File: src/design/slist_pkg.sv
`timescale 1ns / 1ps
// shared types and codes for the sorted list block
// no dependencies
package slist_pkg;

	localparam int ValueW      = 31;
	localparam int ReqW        = 2;
	localparam int StatusW     = 3;
	localparam int DefCapacity = 64;

	// request kinds; the clear decode looks only at the high bit
	localparam logic [ReqW-1:0] REQ_INSERT = 2'd0;
	localparam logic [ReqW-1:0] REQ_REMOVE = 2'd1;
	localparam logic [ReqW-1:0] REQ_CLEAR  = 2'd2;

	localparam logic [StatusW-1:0] ST_INSERTED  = 3'd0;
	localparam logic [StatusW-1:0] ST_REMOVED   = 3'd1;
	localparam logic [StatusW-1:0] ST_NOT_FOUND = 3'd2;
	localparam logic [StatusW-1:0] ST_FULL      = 3'd3;
	localparam logic [StatusW-1:0] ST_CLEARED   = 3'd4;

	// command broadcast to every cell of the chain
	localparam logic [1:0] CMD_NONE = 2'd0;
	localparam logic [1:0] CMD_CMP  = 2'd1;
	localparam logic [1:0] CMD_INS  = 2'd2;
	localparam logic [1:0] CMD_REM  = 2'd3;

	typedef struct packed {
		logic [1:0]        op;
		logic [ValueW-1:0] value;
	} cmd_t;

endpackage

File: src/design/slist_cell.sv
`timescale 1ns / 1ps
// one cell of the sorted chain: holds one entry and its compare flags
// depends on slist_pkg
module slist_cell #(
	parameter int IDX = 0,
	parameter int CW  = 7
) (
	input  logic                           clk,
	input  slist_pkg::cmd_t                cmd,
	input  logic [CW-1:0]                  count,
	input  logic [slist_pkg::ValueW-1:0]   left_entry,
	input  logic                           left_le,
	input  logic [slist_pkg::ValueW-1:0]   right_entry,
	output logic [slist_pkg::ValueW-1:0]   entry,
	output logic                           le,
	output logic                           lt,
	output logic                           eq
);

	logic [slist_pkg::ValueW-1:0] entry_q;
	logic                         le_q;
	logic                         lt_q;
	logic                         eq_q;
	logic                         valid;

	assign valid = count > CW'(IDX);

	always_ff @(posedge clk) begin
		case (cmd.op)
			slist_pkg::CMD_CMP: begin
				lt_q <= valid && (entry_q < cmd.value);
				le_q <= valid && (entry_q <= cmd.value);
				eq_q <= entry_q == cmd.value;
			end
			slist_pkg::CMD_INS: begin
				// first cell above the value takes it, the rest move up by one
				if (!le_q) begin
					entry_q <= left_le ? cmd.value : left_entry;
				end
			end
			slist_pkg::CMD_REM: begin
				if (!lt_q) begin
					entry_q <= right_entry;
				end
			end
			default: begin
			end
		endcase
	end

	assign entry = entry_q;
	assign le    = le_q;
	assign lt    = lt_q;
	assign eq    = eq_q;

endmodule

File: config.mk
export PLATFORM = sky130hd
export DESIGN_NAME = slist_cell
export DESIGN_NICKNAME = d
export VERILOG_FILES = /design/src/design/slist_pkg.sv /design/src/design/slist_cell.sv
export SDC_FILE = /design/constraint.sdc
export NUM_CORES = 1
export LEC_CHECK = 0
export BUFFER_PORTS_ARGS = -buffer_cell sky130_fd_sc_hd__buf_2
export CAP_MARGIN = 5
export CORE_ASPECT_RATIO = 0.8
export CORE_MARGIN = 3
export CORE_UTILIZATION = 41
export DETAILED_ROUTE_END_ITERATION = 8
export PLACE_DENSITY = 0.89
export SETUP_SLACK_MARGIN = 0.02
export SLEW_MARGIN = 20
export SYNTH_ARGS = -nofsm -noshare
export SYNTH_HDL_FRONTEND = slang
export SYNTH_SLANG_ARGS = --single-unit
File: constraint.sdc
create_clock -name clk -period 1.9 [get_ports clk]
set_input_delay 0.285 -clock clk [delete_from_list [all_inputs] [get_ports clk]]
set_output_delay 0.285 -clock clk [all_outputs]
set_load 0.02 [all_outputs]
-- After elaboration in Yosys (flattened, before gate mapping)
Index checks and enable logic that the tools add are counted.
- magnitude comparators: 3
- multiply operators: 0
- multiplexer cells: 4
- add/subtract/negate cells: 0
- div/mod/pow operators: 0
- bitwise operators: 0
- reduce and logical (&&, ||, !) cells: 4
- eq/ne operators: 6
- shift operators: 0
- operator list (kind ; count):
    $mux 31 ; 3
    $pmux 31 s2 ; 1
    $eq 31x31->1 ; 1
    $le 31x31->1 ; 1
    $lt 31x31->1 ; 1
    $gt 7x1->1 const B ; 1
    $eq 2x2->1 const B ; 2
    $ne 2x2->1 const B ; 2
    $reduce_and 3->1 ; 1
    $eq 2x1->1 const B ; 1
    $logic_and 1x1->1 ; 2
    $reduce_bool 2->1 ; 1
- memories: 0
- output and inout bits: 34
- bits in registers: 34
- ROM bits: 0
- input bits: 104
- logic and storage cells: 21
- memory bits (writable): 0
- latch bits: 0

-- Logic depth before layout (Yosys ltp)
- depth in word-level cells: 3
- gate-level depth with buffers: 7
- gate-level depth less buffers: 7

-- Worst setup path before layout
No wires, ideal clock.
- path type: flip-flop to flip-flop
- from: register entry_q (netlist bit entry[29])
- to: register le_q, in the netlist le, data pin
- setup slack: -79 ps
- cell stages (with the launch flop): 6
- path buffers: 0
- arrival: 1715 ps
- period minus slack after synthesis: 1979 ps
- cells stage by stage: edfxtp_1 ha_1 nand4_2 or4_1 a21oi_1 o21ai_0
- word-level cells in the longest chain between the ends: 2
- ends and longest elaborated chain (element ; RTL line ; source):
    start, declared ; slist_cell.sv:20 ; logic [slist_pkg::ValueW-1:0] entry_q;
    start signal, assigned ; slist_cell.sv:38 ; entry_q <= left_le ? cmd.value : left_entry;
    start signal, assigned ; slist_cell.sv:43 ; entry_q <= right_entry;
    $le 31x31->1 ; slist_cell.sv:32 ; le_q <= valid && (entry_q <= cmd.value);
    $logic_and 1x1->1 ; slist_cell.sv:32 ;
    end signal, assigned ; slist_cell.sv:32 ;
    end, declared ; slist_cell.sv:21 ; logic le_q;
Every way passes these cells.
A chain may end at the register's enable or synchronous reset.

-- Worst setup path after layout
- from: register entry_q (netlist bit entry[14])
- to: register le_q, in the netlist le, data pin
The elaborated chain is that of the path after synthesis.

==> impl_metrics.json <==
{
  "avgSynthCellArea_um2": 9.59,
  "worstPathArrival_ps": 2090,
  "post_drt_wl_per_cell_um": 14.3,
  "fin_skew_ps": 2.15,
  "finalNonFillerCells": 489,
  "ys_warn_count": 0,
  "synth_area_leaders": "edfxtp_1, ha_1, mux2i_1, o21ai_0, nand2_1",
  "p_per_area_nw_per_um2": 557,
  "ant_nets": 0,
  "syn2layout_area_growth_pct": 44.4,
  "crit_buf_inv": 0,
  "syn_inst": 260,
  "syn_nets": 395,
  "hold_path.class": "primary input to register",
  "crit_path_cell_trace": "ha_4, nand4_1, nor3_2, nand2_1, or4_1, o21ai_1",
  "rows": 24,
  "worstSkewPairLatency_ps": 280,
  "drive_gt1_share_pct": 42.8,
  "grt_pass1_vias": 2444,
  "wirelength_um": 6990,
  "die_w_um": 93.2,
  "rsz0062_at_grt": "yes",
  "cts_buffer_depth": 2,
  "status": "complete, but fails checks",
  "path_max_fanout": 2,
  "grt_overflow": 0,
  "fin_nets": 545,
  "drt_pass1_iterations": 4,
  "yosysTopAreaCellShare_pct": 41.0,
  "synth_cell_type_count": 26,
  "synth_top_area_cell": "edfxtp_1",
  "cts_buffers": 5,
  "critPathKind": "register to register",
  "post-place-ws_ps": -141,
  "utilization_pct": 63.4,
  "cp-start-kind": "register",
  "via_count": 2419,
  "slew_violations": 0,
  "io_pins": 138,
  "hold_viol_final": 0,
  "syn_area_um2": 2490,
  "die_h_um": 75.7,
  "maxSlewHeadroom_pct": 71.4,
  "crit_family": "simple AND/OR/NAND/NOR gates",
  "dpl.cell_count": 477,
  "hold_buffers": 0,
  "min_period_over_period_pct": 103,
  "violations": "setup timing",
  "fmax_mhz": 512,
  "synthTopCellsByCount": "nand2_1, o21ai_0, edfxtp_1",
  "drc": 0,
  "synth_edf_count": 34,
  "max_stage_delay_ps": 470,
  "initial_core_util_pct": 43.9,
  "cts.sink_count": 34,
  "die-area_um2": 7060,
  "port_buffers": 137,
  "clkTransAtPathRegs_ps": 70,
  "drt_iter0_drc": 101,
  "finalSetupViolCount": 1,
  "root_buffer": "clkbuf_8",
  "critPathSlowestCell": "or4_1",
  "n_antenna_cell": 0,
  "ys.flop_type": "edfxtp_1",
  "ys_ff_latch": 34,
  "required_ps": 2040,
  "vias_per_cell": 4.95,
  "async_reset_ff_share_pct": 0,
  "cts_tree": "yes",
  "total_power_mw": 2.00,
  "min_period_ps": 1950,
  "peakVddDrop_mv": 0.576,
  "ys_seq_area_share_pct": 41.0,
  "worstMarginPinSlew_ps": 424,
  "grt_pass1_wl_um": 11000,
  "yosysMostFrequentCell": "nand2_1",
  "place_hpwl_um": 5610,
  "core_um2": 5680,
  "grt_max_degree": 35,
  "grt_usage_pct": 19.9,
  "fin_ws_ps": -52.1,
  "antenna_found_initial": 0,
  "end_kind": "register",
  "place_congestion": 0.790,
  "htreeDepth": 2,
  "cellLeakagePower_nw": 1.78,
  "maxCapViolCount": 0
}
==> tightest hold or removal path, cell delays in order <==
cell,delay [ps]
buf_2,70
nand2_1,30
o21ai_0,50
==> flip-flops by register name, summed over array words and instances, names as in the netlist <==
register,cells
eq,1
le,1
entry,31
lt,1
==> metal layers <==
metal / vias to the layer above / routed length (um) / global-route usage, %
li1: 1232 / - / -
met5: - / 0 / 0
met3: 4 / 535 / 4.74
met1: 1084 / 2960 / 24.3
met2: 99 / 3440 / 36.3
met4: 0 / 50 / 4.39
==> stage by stage <==
step / instance area (um2) / hold WS, ps / TNS [ps]
detailed placement: 3380 / 566 / -161
global placement: 3380 / 557 / -33.5
CTS: 3550 / 271 / 0
global route: 3600 / 277 / -230
floorplan: 2530 / 472 / -26.9
finish: 3600 / 277 / -52.1
==> layout make-up <==
cell class                 count  area, um2
clock buffer                   6       72.6
multi-input combinational    182       1450
tap                           78       97.6
sequential                    34       1020
timing repair buffer         154        830
clock inverter                 2       8.76
fill                         481       2080
inverter                      33        124
==> timing repair <==
action / 4_1_cts / 5_1_grt
gates resized for setup: 7 / 6
setup endpoints to repair: 2 / 3
buffers inserted: 4 / 1
pin swaps: 10 / 8
==> final timing paths <==
path | start | cells past startpoint | slack [ps] | to
max | entry[14]$_DFFE_PP_ | 6 | -50 | le$_DFFE_PN_
min | right_entry[30] | 3 | 280 | entry[30]$_DFFE_PP_
max reg2reg | entry[14]$_DFFE_PP_ | 6 | -50 | le$_DFFE_PN_
min reg2reg | entry[30]$_DFFE_PP_ | 4 | 920 | lt$_DFFE_PN_
==> cells in the final DEF, fill, tap and decap left out, types with 8 or more instances in the layout <==
master | synthesis | final
a21oi_1 | 12 | 11
buf_2 | 3 | 137
buf_4 | 0 | 15
edfxtp_1 | 34 | 34
ha_1 | 31 | 23
ha_4 | 0 | 8
inv_1 | 33 | 33
mux2i_1 | 32 | 32
nand2_1 | 39 | 39
o21ai_0 | 36 | 35
==> logic make-up (layout without fill, tap and decap cells) <==
family | after synthesis | count (layout) | synth area share (%)
AND/OR/NAND/NOR | 64 | 64 | 12.0
adder cells (fa/ha/maj) | 31 | 31 | 15.6
buffers and inverters | 44 | 195 | 6.78
AO/OA/AOI/OAI | 55 | 55 | 11.8
flip-flops | 34 | 34 | 41.0
multiplexers | 32 | 32 | 12.9
==> where the power goes <==
group	leakage, nW	total, mW	internal [mW]	switching [mW]
clock	0.0426	0.519	0.252	0.267
sequential	0.321	0.918	0.890	0.0277
combinational	1.41	0.567	0.265	0.303
No activity file was read; power rests on OpenSTA's default activity.
