### src/design/slist_pkg.sv
`timescale 1ns / 1ps
// shared types and codes for the sorted list block
// no dependencies
package slist_pkg;

	localparam int ValueW      = 31;
	localparam int ReqW        = 2;
	localparam int StatusW     = 3;
	localparam int DefCapacity = 64;

	// request kinds; the clear decode looks only at the high bit
	localparam logic [ReqW-1:0] REQ_INSERT = 2'd0;
	localparam logic [ReqW-1:0] REQ_REMOVE = 2'd1;
	localparam logic [ReqW-1:0] REQ_CLEAR  = 2'd2;

	localparam logic [StatusW-1:0] ST_INSERTED  = 3'd0;
	localparam logic [StatusW-1:0] ST_REMOVED   = 3'd1;
	localparam logic [StatusW-1:0] ST_NOT_FOUND = 3'd2;
	localparam logic [StatusW-1:0] ST_FULL      = 3'd3;
	localparam logic [StatusW-1:0] ST_CLEARED   = 3'd4;

	// command broadcast to every cell of the chain
	localparam logic [1:0] CMD_NONE = 2'd0;
	localparam logic [1:0] CMD_CMP  = 2'd1;
	localparam logic [1:0] CMD_INS  = 2'd2;
	localparam logic [1:0] CMD_REM  = 2'd3;

	typedef struct packed {
		logic [1:0]        op;
		logic [ValueW-1:0] value;
	} cmd_t;

endpackage

### src/design/slist_ctrl.sv
`timescale 1ns / 1ps
// request sequencer: compare broadcast, flag-row binary search, shift (insert/remove)
// depends on slist_pkg
module slist_ctrl #(
	parameter int CAPACITY = slist_pkg::DefCapacity,
	parameter int CW       = $clog2(CAPACITY + 1)
) (
	input  logic                          clk,
	input  logic                          arst_n,
	input  logic                          in_valid,
	output logic                          in_ready,
	input  logic [slist_pkg::ReqW-1:0]    in_req,
	input  logic [slist_pkg::ValueW-1:0]  in_value,
	output logic                          out_valid,
	input  logic                          out_ready,
	output logic [slist_pkg::StatusW-1:0] out_status,
	output logic [CW-1:0]                 out_pos,
	output logic [CW-1:0]                 out_count,
	output slist_pkg::cmd_t               cmd,
	output logic [CW-1:0]                 count,
	input  logic [CAPACITY-1:0]           le_vec,
	input  logic [CAPACITY-1:0]           lt_vec,
	input  logic [CAPACITY-1:0]           eq_vec
);

	localparam int IW = $clog2(CAPACITY);

	localparam logic [1:0] S_IDLE = 2'd0;
	localparam logic [1:0] S_SRCH = 2'd1;
	localparam logic [1:0] S_DONE = 2'd2;

	logic [1:0]                    state_q;
	logic [slist_pkg::ReqW-1:0]    req_q;
	logic [slist_pkg::ValueW-1:0]  val_q;
	logic [CW-1:0]                 lo_q;
	logic [CW-1:0]                 hi_q;
	logic [CW-1:0]                 cnt_q;
	logic [slist_pkg::StatusW-1:0] st_q;
	logic [CW-1:0]                 pos_q;
	logic                          m_valid_q;
	logic [slist_pkg::StatusW-1:0] m_status_q;
	logic [CW-1:0]                 m_pos_q;
	logic [CW-1:0]                 m_cnt_q;

	logic          accept;
	logic          is_ins;
	logic [CW:0]   sum;
	logic [CW-1:0] mid;
	logic          mid_bit;
	logic          found;
	logic          load_out;

	assign in_ready = state_q == S_IDLE;
	assign accept   = in_valid && in_ready;
	assign is_ins   = req_q == slist_pkg::REQ_INSERT;
	assign sum      = {1'b0, lo_q} + {1'b0, hi_q};
	assign mid      = sum[CW:1];
	// while lo is below hi, mid stays below hi, so it names a real cell
	assign mid_bit  = is_ins ? le_vec[mid[IW-1:0]] : lt_vec[mid[IW-1:0]];
	assign found    = (lo_q < cnt_q) && eq_vec[lo_q[IW-1:0]];
	assign load_out = (state_q == S_DONE) && (!m_valid_q || out_ready);

	always_comb begin
		cmd.op    = slist_pkg::CMD_NONE;
		cmd.value = val_q;
		if (accept && !in_req[1]
				&& !(in_req == slist_pkg::REQ_INSERT && cnt_q == CW'(CAPACITY))) begin
			cmd.op    = slist_pkg::CMD_CMP;
			cmd.value = in_value;
		end else if (state_q == S_SRCH && lo_q == hi_q) begin
			if (is_ins) begin
				cmd.op = slist_pkg::CMD_INS;
			end else if (found) begin
				cmd.op = slist_pkg::CMD_REM;
			end
		end
	end

	always_ff @(posedge clk or negedge arst_n) begin
		if (!arst_n) begin
			state_q <= S_IDLE;
			cnt_q   <= '0;
		end else begin
			unique case (state_q)
				S_IDLE: begin
					if (accept) begin
						if (in_req[1]) begin
							cnt_q   <= '0;
							state_q <= S_DONE;
						end else if (in_req == slist_pkg::REQ_INSERT
								&& cnt_q == CW'(CAPACITY)) begin
							state_q <= S_DONE;
						end else begin
							state_q <= S_SRCH;
						end
					end
				end
				S_SRCH: begin
					if (lo_q == hi_q) begin
						if (is_ins) begin
							cnt_q <= cnt_q + CW'(1);
						end else if (found) begin
							cnt_q <= cnt_q - CW'(1);
						end
						state_q <= S_DONE;
					end
				end
				S_DONE: begin
					if (load_out) begin
						state_q <= S_IDLE;
					end
				end
				default: begin
					state_q <= S_IDLE;
				end
			endcase
		end
	end

	always_ff @(posedge clk) begin
		if (accept) begin
			req_q <= in_req;
			val_q <= in_value;
			lo_q  <= '0;
			hi_q  <= cnt_q;
			pos_q <= '0;
			if (in_req[1]) begin
				st_q <= slist_pkg::ST_CLEARED;
			end else begin
				st_q <= slist_pkg::ST_FULL;
			end
		end else if (state_q == S_SRCH) begin
			if (lo_q == hi_q) begin
				if (is_ins) begin
					st_q  <= slist_pkg::ST_INSERTED;
					pos_q <= lo_q;
				end else if (found) begin
					st_q  <= slist_pkg::ST_REMOVED;
					pos_q <= lo_q;
				end else begin
					st_q  <= slist_pkg::ST_NOT_FOUND;
				end
			end else if (mid_bit) begin
				lo_q <= mid + CW'(1);
			end else begin
				hi_q <= mid;
			end
		end
	end

	always_ff @(posedge clk or negedge arst_n) begin
		if (!arst_n) begin
			m_valid_q <= 1'b0;
		end else if (load_out) begin
			m_valid_q <= 1'b1;
		end else if (out_ready) begin
			m_valid_q <= 1'b0;
		end
	end

	always_ff @(posedge clk) begin
		if (load_out) begin
			m_status_q <= st_q;
			m_pos_q    <= pos_q;
			m_cnt_q    <= cnt_q;
		end
	end

	assign out_valid  = m_valid_q;
	assign out_status = m_status_q;
	assign out_pos    = m_pos_q;
	assign out_count  = m_cnt_q;
	assign count      = cnt_q;

`ifndef SYNTHESIS
	a_count_bound: assert property (@(posedge clk) disable iff (!arst_n)
		cnt_q <= CW'(CAPACITY))
		else $error("entry count above capacity");

	a_search_order: assert property (@(posedge clk) disable iff (!arst_n)
		state_q == S_SRCH |-> lo_q <= hi_q && hi_q <= cnt_q)
		else $error("search bounds crossed");

	a_accept_busy: assert property (@(posedge clk) disable iff (!arst_n)
		accept |=> state_q != S_IDLE)
		else $error("accepted item did not start work");

	a_clear_empty: assert property (@(posedge clk) disable iff (!arst_n)
		m_valid_q && m_status_q == slist_pkg::ST_CLEARED |-> m_cnt_q == '0)
		else $error("clear left entries");

	a_ins_pos: assert property (@(posedge clk) disable iff (!arst_n)
		m_valid_q && m_status_q == slist_pkg::ST_INSERTED |-> m_pos_q < m_cnt_q)
		else $error("insert position outside the list");
`endif

endmodule

### config.mk
export PLATFORM = sky130hd
export DESIGN_NAME = slist_ctrl
export DESIGN_NICKNAME = d
export VERILOG_FILES = /design/src/design/slist_pkg.sv /design/src/design/slist_ctrl.sv
export SDC_FILE = /design/constraint.sdc
export NUM_CORES = 1
export LEC_CHECK = 0
export BUFFER_PORTS_ARGS = -buffer_cell sky130_fd_sc_hd__buf_2
export CAP_MARGIN = 20
export CELL_PAD_IN_SITES_DETAIL_PLACEMENT = 2
export CELL_PAD_IN_SITES_GLOBAL_PLACEMENT = 2
export CORE_MARGIN = 1
export CORE_UTILIZATION = 30
export CTS_CLUSTER_SIZE = 30
export DETAILED_ROUTE_END_ITERATION = 8
export GPL_ROUTABILITY_DRIVEN = 0
export PLACE_DENSITY_LB_ADDON = 0.1
export SLEW_MARGIN = 20
export SYNTH_ARGS = -nofsm -noshare
export SYNTH_HDL_FRONTEND = slang
export SYNTH_SLANG_ARGS = --single-unit
### constraint.sdc
create_clock -name clk -period 8.2 [get_ports clk]
set_clock_uncertainty 0.15 [all_clocks]
set_input_delay 0.41 -clock clk [delete_from_list [all_inputs] [get_ports clk]]
set_output_delay 0.41 -clock clk [all_outputs]
set_load 0.05 [all_outputs]
After elaboration in Yosys (flattened, before gate mapping):

Index checks and enable logic that the tools add are counted.
W data, S select, Z words.

* input port bits: 229
* bits in writable memories: 0
* logic and storage cells: 94
* memories kept: 0
* register bits after elaboration: 84
* output and inout bits: 59
* bits in read-only memories: 0
* latch bits: 0

* multiplexer cells: 38
* div/mod/pow operators: 0
* equal/unequal tests: 11
* $add $sub $neg: 4
* order comparisons: 3
* shift-type cells: 0
* reductions and logical operators: 25
* $mul: 0
* bitwise logic cells: 1

Operators with widths (count)
* $mux W7: 11
* $mux W31: 1
* $mux W2: 11
* $bmux W1 S6: 3
* $add A7 B1 Y7 const B: 2
* $lt A6 B7 Y1 const B: 2
* $pmux W7 S2: 1
* $mux W3: 4
* $reduce_and A3 Y1: 4
* $reduce_bool A2 Y1: 5
* $add A7 B7 Y8: 1
* $eq A7 B7 Y1: 1
* $eq A7 B7 Y1 const B: 1
* $logic_and A1 B1 Y1: 7
* $lt A7 B7 Y1: 1
* $sub A7 B1 Y7 const B: 1
* $logic_not A2 Y1: 3
* $mux W1: 6
* $ne A2 B1 Y1 const B: 3
* $ne A2 B2 Y1 const B: 3
* $pmux W2 S3: 1
* $reduce_and A5 Y1: 1
* $logic_not A1 Y1: 3
* $ne A3 B3 Y1 const B: 1
* other kinds (5): 5

Longest topological paths before layout:

Gate-level depths: netlist (run 1).

* depth after elaboration: 8
* depth in mapped cells: 15

Worst setup path after synthesis (run 1):

Ideal clock, no wire load.

* kind: reg2reg
* start point: reg hi_q[0]
* end point: reg hi_q[0], enable pin
* slack: 4.196 ns
* data arrival time: 3.486 ns
* data required time: 7.682 ns
* period minus slack after synthesis: 4.004 ns
* stages on the path, launching flop included: 13
* path through: edfxtp_1 > ha_1 > fa_1 > xnor2_4 > inv_2 > buf_2 > or4_1 > o2111ai_1 > nor4_1 > a21oi_1 > nand4_1 > a311o_4 > o21ai_1

* longest elaborated chain between the ends: 6
* elaborated cells on any way between the ends: 10
* classes of those cells: add/sub (1); eq/ne (3); mux (5); reduce/logical (1)

Ends and longest elaborated chain
* start, declared: line slist_ctrl.sv:36 `logic [CW-1:0] hi_q;`
* start signal, assigned: line slist_ctrl.sv:125 `hi_q <= cnt_q;`
* start signal, assigned: line slist_ctrl.sv:146 `hi_q <= mid;`
* $add A7 B7 Y8: line slist_ctrl.sv:56 `assign sum = {1'b0, lo_q} + {1'b0, hi_q};`
* $bmux W1 S6: line slist_ctrl.sv:59 `assign mid_bit = is_ins ? le_vec[mid[IW-1:0]] : lt_vec[mid[IW-1:0]];`
* $mux W1 (not written as such): line slist_ctrl.sv:59
* $mux W1: line slist_ctrl.sv:59
* $ne A2 B2 Y1 (no line)
* $reduce_and A3 Y1 (no line) (*)

Every way passes the cells marked *; elsewhere a longest branch is shown, timed or not. The select of a mux whose other input is x is not followed.
A chain may end at the register's enable or synchronous reset.

Worst setup path after layout (run 1):

* start point: reg lo_q[2]
* end point: reg hi_q[2], enable pin

* longest elaborated chain between the ends: 6
* elaborated cells on any way between the ends: 10
* classes of those cells: add/sub (1); eq/ne (3); mux (5); reduce/logical (1)

Ends and longest elaborated chain
* start, declared: line slist_ctrl.sv:35 `logic [CW-1:0] lo_q;`
* start signal, assigned: line slist_ctrl.sv:144 `lo_q <= mid + CW'(1);`
* $add A7 B7 Y8: line slist_ctrl.sv:56
* $bmux W1 S6: line slist_ctrl.sv:59
* $mux W1 (not written as such): line slist_ctrl.sv:59
* $mux W1: line slist_ctrl.sv:59
* $ne A2 B2 Y1 (no line)
* $reduce_and A3 Y1 (no line) (*)

Marks and branches as above.

==> flow_metrics.tcl, run 1 <==
set metrics [dict create \
    setup_viol 0 \
    die_w_um 144.6 \
    synth_area_leader_cell "edfxtp_1" \
    htreeDepth 3 \
    root_buffer "clkbuf_16" \
    drc 0 \
    power_frac_clock 0.125 \
    grt_pass1_vias 6790 \
    period_share 0.6469 \
    fin_crit_ns 5.304 \
    place_hpwl_um 19340 \
    hold_viol 0 \
    antenna_found_initial 2 \
    synth_edf_count 60 \
    fillers 2184 \
    place_inst 1094 \
    grt_overflow_total 0 \
    grt_use_total 0.2348 \
    worstMarginPinSlew_ns 0.9706 \
    layout.cells.non_filler 1112 \
    finalSetupTns_ns 0 \
    dieHeight_um 144.6 \
    start_kind "register" \
    p_total_mw 3.625 \
    outcome "completed" \
    vias 5870 \
    holdWs_ns 0.09928 \
    fin_util 0.4114 \
    synth.top_cell.area_share 0.2954 \
    drt_iter0_markers 252 \
    p_int_mw 1.763 \
    pin_count 288 \
    drt_first_pass_iters 4 \
    via_per_inst 5.279 \
    synth.area.top_cells "edfxtp_1 30%, mux4_2 11%, mux2_2 5.9%, dfxtp_1 4.6%, dfrtp_1 4.1%" \
    p_comb_frac 0.683 \
    synth_ff_type "edfxtp_1" \
    sw_frac_of_total 0.5137 \
    cts_tree "built" \
    post_cts_buffers 0 \
    multiInputGateArea_um2 3538 \
    ys_seq_elements 84 \
    io_buffers 287 \
    cts-buffers-inserted 9 \
    synthCells 562 \
    synthesis.nets 812 \
    ys_warn_count 0 \
    max-cap-violations 0 \
    drive_above_1_share 0.4681 \
    start_util 0.3093 \
    core_um2 19720 \
    relSlewSlack 0.3521 \
    critical_path_class "reg -> reg" \
    finalNetCount 1091 \
    synthArstFlopShare 0.1190 \
    p_per_area_nw_per_um2 446.9 \
    syn_avg_cell_area_um2 10.85 \
    grt_max_degree 44 \
    worst_setup_path_end_kind "register" \
    synthDistinctLibCells 81 \
    seq_power_share 0.192 \
    critical_path.max_fanout 43 \
    clock_sinks 84 \
    fmax_ghz 0.1885 \
    hp-class "in -> reg" \
    drv_slew 0 \
    crit_required_ns 8.03 \
    rows 51 \
    cts_buffer_depth 2 \
    design.die.area_um2 20910 \
    regArea_um2 2332 \
    rsz0062_at_grt "no" \
    wl_per_cell_um 21.59 \
    peakVddDrop_mv 0.1751 \
    p_leak_nw 3.472 \
    synth_area_um2 6100 \
    clock_latency_ns 0.35 \
    ys_seq_area_frac 0.3824 \
    grt_pass1_wl_um 36630 \
    antenna_left 0 \
    arrival_ns 5.14 \
    switching_power_mw 1.862 \
    clk_pin_slew_worst_paths_ns 0.06 \
    area_growth_pct 32.98 \
    routed_wl_um 24010 \
]
cell type report:
class / instances / area share
antenna: 1 / 0.0003085
clock buffer: 11 / 0.03116
clock inverter: 5 / 0.01033
inverter: 15 / 0.006941
multi-input combinational: 434 / 0.4362
sequential: 84 / 0.2875
tap: 265 / 0.04088
timing repair buffer: 297 / 0.1866
registers in the layout (all words and copies together) (netlist names):
signal / cells
count: 7
hi_q: 7
lo_q: 7
out_count: 7
out_pos: 7
out_status: 3
out_valid: 1
pos_q: 7
req_q: 2
st_q: 3
state_q: 2
val_q: 31
placed cells by master, fill, tap and decap left out, types with 5 or more instances in the layout:
master / synthesis / layout
or3_1: 6 / 6
nor3_1: 11 / 11
inv_1: 12 / 12
nor4_1: 8 / 8
edfxtp_1: 60 / 60
dfxtp_1: 14 / 14
o21ai_1: 11 / 11
mux4_2: 29 / 29
nand2_1: 66 / 66
nand4_1: 7 / 7
nand3_1: 22 / 22
a21oi_1: 27 / 27
xnor2_1: 9 / 9
clkbuf_16: 0 / 9
buf_2: 9 / 287
a21o_1: 8 / 8
mux2i_1: 25 / 25
and3_1: 7 / 7
nor2_1: 32 / 32
nor2b_1: 5 / 5
a32oi_1: 7 / 7
a2111oi_0: 6 / 6
mux2_2: 32 / 32
dfrtp_1: 10 / 10
o21ai_0: 17 / 17
buf_4: 2 / 9
a31oi_1: 7 / 7
ha_1: 19 / 19
nand2b_1: 10 / 10
per-layer routing:
| layer | up-vias | part of all wire | GRT usage |
|---|---|---|---|
| li1 | 2737 | - | - |
| met1 | 2907 | 0.41 | 0.2700 |
| met2 | 205 | 0.52 | 0.4375 |
| met3 | 21 | 0.054 | 0.05033 |
| met4 | 0 | 0.015 | 0.05817 |
| met5 | - | 0 | 0 |
power groups by stage:
stage                     Combinational [mW]  Sequential (mW)  Clock (mW)
after global placement                  2.40            0.696           0
after floorplan                         1.77            0.770           0
after global routing                    2.68            0.711       0.479
after detailed placement                2.47            0.707           0
after CTS                               2.49            0.699       0.465
final                                   2.48            0.696       0.452
worst max-delay path, stage by stage, from the launching register on:
cell      delay (ns)
dfxtp_1         0.96
ha_1            0.51
o21ai_1         0.37
nor2_4          0.10
nor2_8          0.60
mux2_1          0.39
a22oi_1         0.16
a211oi_1        0.10
or4_4           0.58
a311o_4         0.44
o21ai_1         0.52
final timing paths:
| check | startpoint | to | slack [ns] | cells past startpoint |
|---|---|---|---|---|
| max in group asynchronous | arst_n | state_q[0] | 7.32 | 2 |
| max | lo_q[2] | hi_q[2] | 2.90 | 10 |
| min reg2reg | st_q[0] | out_status[0] | 0.27 | 0 |
| min in group asynchronous | arst_n | count[1] | 0.34 | 2 |
| min | in_value[16] | val_q[16] | 0.1 | 1 |
| max reg2reg | lo_q[2] | hi_q[2] | 2.90 | 10 |
kinds of logic after synthesis:
kind of cell / after synthesis / synth area share
simple gates: 189 / 0.1536
flops: 84 / 0.3824
xor+xnor: 14 / 0.02318
buf+inv: 44 / 0.03754
fa+ha+maj: 21 / 0.04554
compound gates: 122 / 0.1463
mux: 88 / 0.2115
stage by stage:
step / setup slack, ns / instance area (um^2)
6_report: 2.896 / 8112
5_1_grt: 2.593 / 8112
4_1_cts: 2.829 / 8109
3_5_place_dp: 2.857 / 7762
3_3_place_gp: 3.126 / 7762
2_1_floorplan: 4.196 / 6100
cells in the mapped netlist (2+ instances only):
library cell  count
a22oi_1           2
a21o_1            8
or4_1             2
o21a_1            2
a32oi_1           7
clkbuf_1         11
mux2i_1          25
and3_1            7
buf_8             2
o21ai_0          17
inv_2             2
a2111oi_0         6
edfxtp_1         60
a21oi_1          27
buf_6             3
dfrtp_1          10
nor3_1           11
o22ai_1           2
and4_1            2
o21ai_4           2
or3_1             6
buf_4             2
nor2b_1           5
nor2_1           32
o21bai_1          2
mux4_2           29
o211ai_1          2
fa_1              2
nand2b_1         10
or2_2             2
inv_1            12
nand2_1          66
ha_1             19
buf_1             2
o21ai_1          11
buf_2             9
mux2_2           32
dfxtp_1          14
nor4_1            8
a211oi_1          4
nand3_1          22
xnor2_1           9
xor2_1            4
a31oi_1           7
nand4_1           7
what timing repair did:
| item | 4_1_cts | 5_1_grt |
|---|---|---|
| hold buffers | 1 | 0 |
| hold endpoints to repair | 10 | 0 |
| resized for setup | 0 | 0 |
Note: power is estimated with default switching activity, not from simulation.
==> run 2: changes to the inputs <==
ABC_AREA = 1   (was unset)
CORE_UTILIZATION = 25   (was 30)
clock period = 5 ns   (was 8.2 ns; I/O delays follow)
==> flow_metrics.tcl, run 2 <==
set metrics [dict create \
    fillers 2974 \
    routed_wl_um 24690 \
    outcome "completed" \
    grt_pass1_vias 7716 \
    multiInputGateArea_um2 3437 \
    synthArstFlopShare 0.1190 \
    io_buffers 287 \
    fmax_ghz 0.2530 \
    rsz0062_at_grt "no" \
    start_util 0.2564 \
    clk_pin_slew_worst_paths_ns 0.07 \
    synth_area_leader_cell "edfxtp_1" \
    regArea_um2 2332 \
    final_cell_mix "293 x nand2_1, 287 x buf_2, 112 x nor2_1" \
    final_area_um2 8628 \
    root_buffer "clkbuf_16" \
    clock_sinks 84 \
    cts_resized 0 \
    dieHeight_um 160.4 \
    design.die.area_um2 25720 \
    finalNetCount 1437 \
    synthDistinctLibCells 35 \
    syn_avg_cell_area_um2 7.078 \
    fin_util 0.3527 \
    synth.top_cell.area_share 0.2873 \
    critical_path.max_fanout 31 \
    place_inst 1466 \
    drive_above_1_share 0.3112 \
    cts_buffer_depth 2 \
    vias 7064 \
    hp-class "in -> reg" \
    p_total_mw 6.946 \
    die_w_um 160.4 \
    fin_crit_ns 3.953 \
    drt-met1-wl_um 11040 \
    top_register "val_q" \
    synthCells 886 \
    layout.cells.non_filler 1516 \
    dp_slack_ns 0.7148 \
    cts-buffers-inserted 9 \
    arrival_ns 3.78 \
    finalSetupTns_ns 0 \
    pin_count 288 \
    setup_ws_ns 1.047 \
    synth_edf_count 60 \
    period_share 0.7906 \
    htreeDepth 3 \
    ys_warn_count 0 \
    antenna_cells 0 \
    worst_setup_path_end_kind "register" \
    synthTopCellsByCount "293 x nand2_1, 112 x nor2_1, 110 x nand3_1" \
    wl_met2_um 12210 \
    ys_seq_elements 84 \
    p_per_area_nw_per_um2 805.0 \
    synth_ff_type "edfxtp_1" \
    relSlewSlack 0.3648 \
    clock_latency_ns 0.35 \
    max-cap-violations 0 \
    synth.area.top_cells "edfxtp_1 29%, nand2_1 18%, nand3_1 8.8%, nor2_1 6.7%, mux2_2 5.6%" \
    layout_commonest_cell "nand2_1" \
    antenna_left 0 \
    core_um2 24460 \
    wl_per_cell_um 16.29 \
    via_per_inst 4.660 \
    holdWs_ns 0.04220 \
    hold_viol 0 \
    synth_most_common_cell "nand2_1" \
    worstMarginPinSlew_ns 0.9505 \
    synth_area_um2 6271 \
    grt_overflow_total 0 \
    area_growth_pct 37.59 \
    ys_seq_area_frac 0.3719 \
    cts_hold_buf 34 \
    place_hpwl_um 19070 \
    routed.top_layer "met4" \
    post_cts_buffers 0 \
    grt_max_degree 37 \
    rows 57 \
    setup_viol 0 \
    critical_path_class "reg -> reg" \
    grt_use_total 0.1964 \
    wl_met3_um 1184 \
    drt_iter0_markers 213 \
    synthesis.nets 1136 \
    p_leak_nw 4.376 \
    drt_first_pass_iters 4 \
    drc 0 \
    start_kind "register" \
    grt_pass1_wl_um 40530 \
    drv_slew 0 \
    largest_reg_flops 31 \
    crit_required_ns 4.83 \
    antenna_found_initial 0 \
    peakVddDrop_mv 0.2927 \
    cts_tree "built" \
    dpl_cell_area_um2 7960 \
]
==> run 2: cell count changes in the layout (fill, tap and decap cells not counted), sizes merged, moves of 29 or more <==
cell,delta
inv,+54
dlygate4sd3,+33
mux4,-29
o21ai,+35
nand2,+233
nand3,+92
nor2,+79
==> run 2: worst paths after layout <==
check                           endpoint      start  slack, ns  depth (start not counted)
hold / removal                 out_valid  out_ready       0.04                          4
setup / recovery                 hi_q[3]    hi_q[0]       1.05                         15
max in group asynchronous       count[2]     arst_n       4.29                          2
setup reg to reg                 hi_q[3]    hi_q[0]       1.05                         15
hold reg to reg            out_status[0]    st_q[0]       0.27                          0
min in group asynchronous     state_q[0]     arst_n       0.18                          2
==> run 2: cell type report <==
cell class	count	share of cell area
clock buffer	9	0.02610
clock inverter	7	0.01189
inverter	65	0.02828
multi-input combinational	692	0.3983
sequential	84	0.2703
tap	324	0.04698
timing repair buffer	335	0.2181
==> run 2: cells by family (layout without fill, tap and decap cells) <==
group                    after synthesis  after routing  synth area share
AO/OA/AOI/OAI                         93             93           0.07702
adder cells (fa/ha/maj)               21             21           0.04429
XOR/XNOR                              10             10           0.01397
flip-flops                            84             84            0.3719
AND/OR/NAND/NOR                      537            537            0.3567
multiplexers                          31             31           0.05567
buffers and inverters                110            416           0.08041
==> run 2: worst max-delay path, cell delays in order (launching register included) <==
cell	delay (ns)
edfxtp_1	0.38
ha_1	0.24
fa_2	0.88
inv_1	0.11
buf_4	0.26
nor2_1	0.15
o21ai_0	0.09
nand2_1	0.10
nand3_1	0.06
nand2_1	0.08
nand2_1	0.07
nand3_1	0.10
nand3_1	0.10
nand3_2	0.12
nand2_4	0.14
o21ai_1	0.54
==> run 2: layer usage <==
metal  up-vias  global-route usage
li1       3503                   -
met1      3363              0.2478
met2       177              0.3491
met3        21             0.03745
met4         0             0.03377
met5         -                   0
==> run 2: power by group <==
part           switching [mW]  internal, mW  total, mW
sequential              0.122          1.02       1.15
combinational            3.54          1.51       5.05
clock                   0.305         0.446      0.751
total                    3.96          2.98       6.95
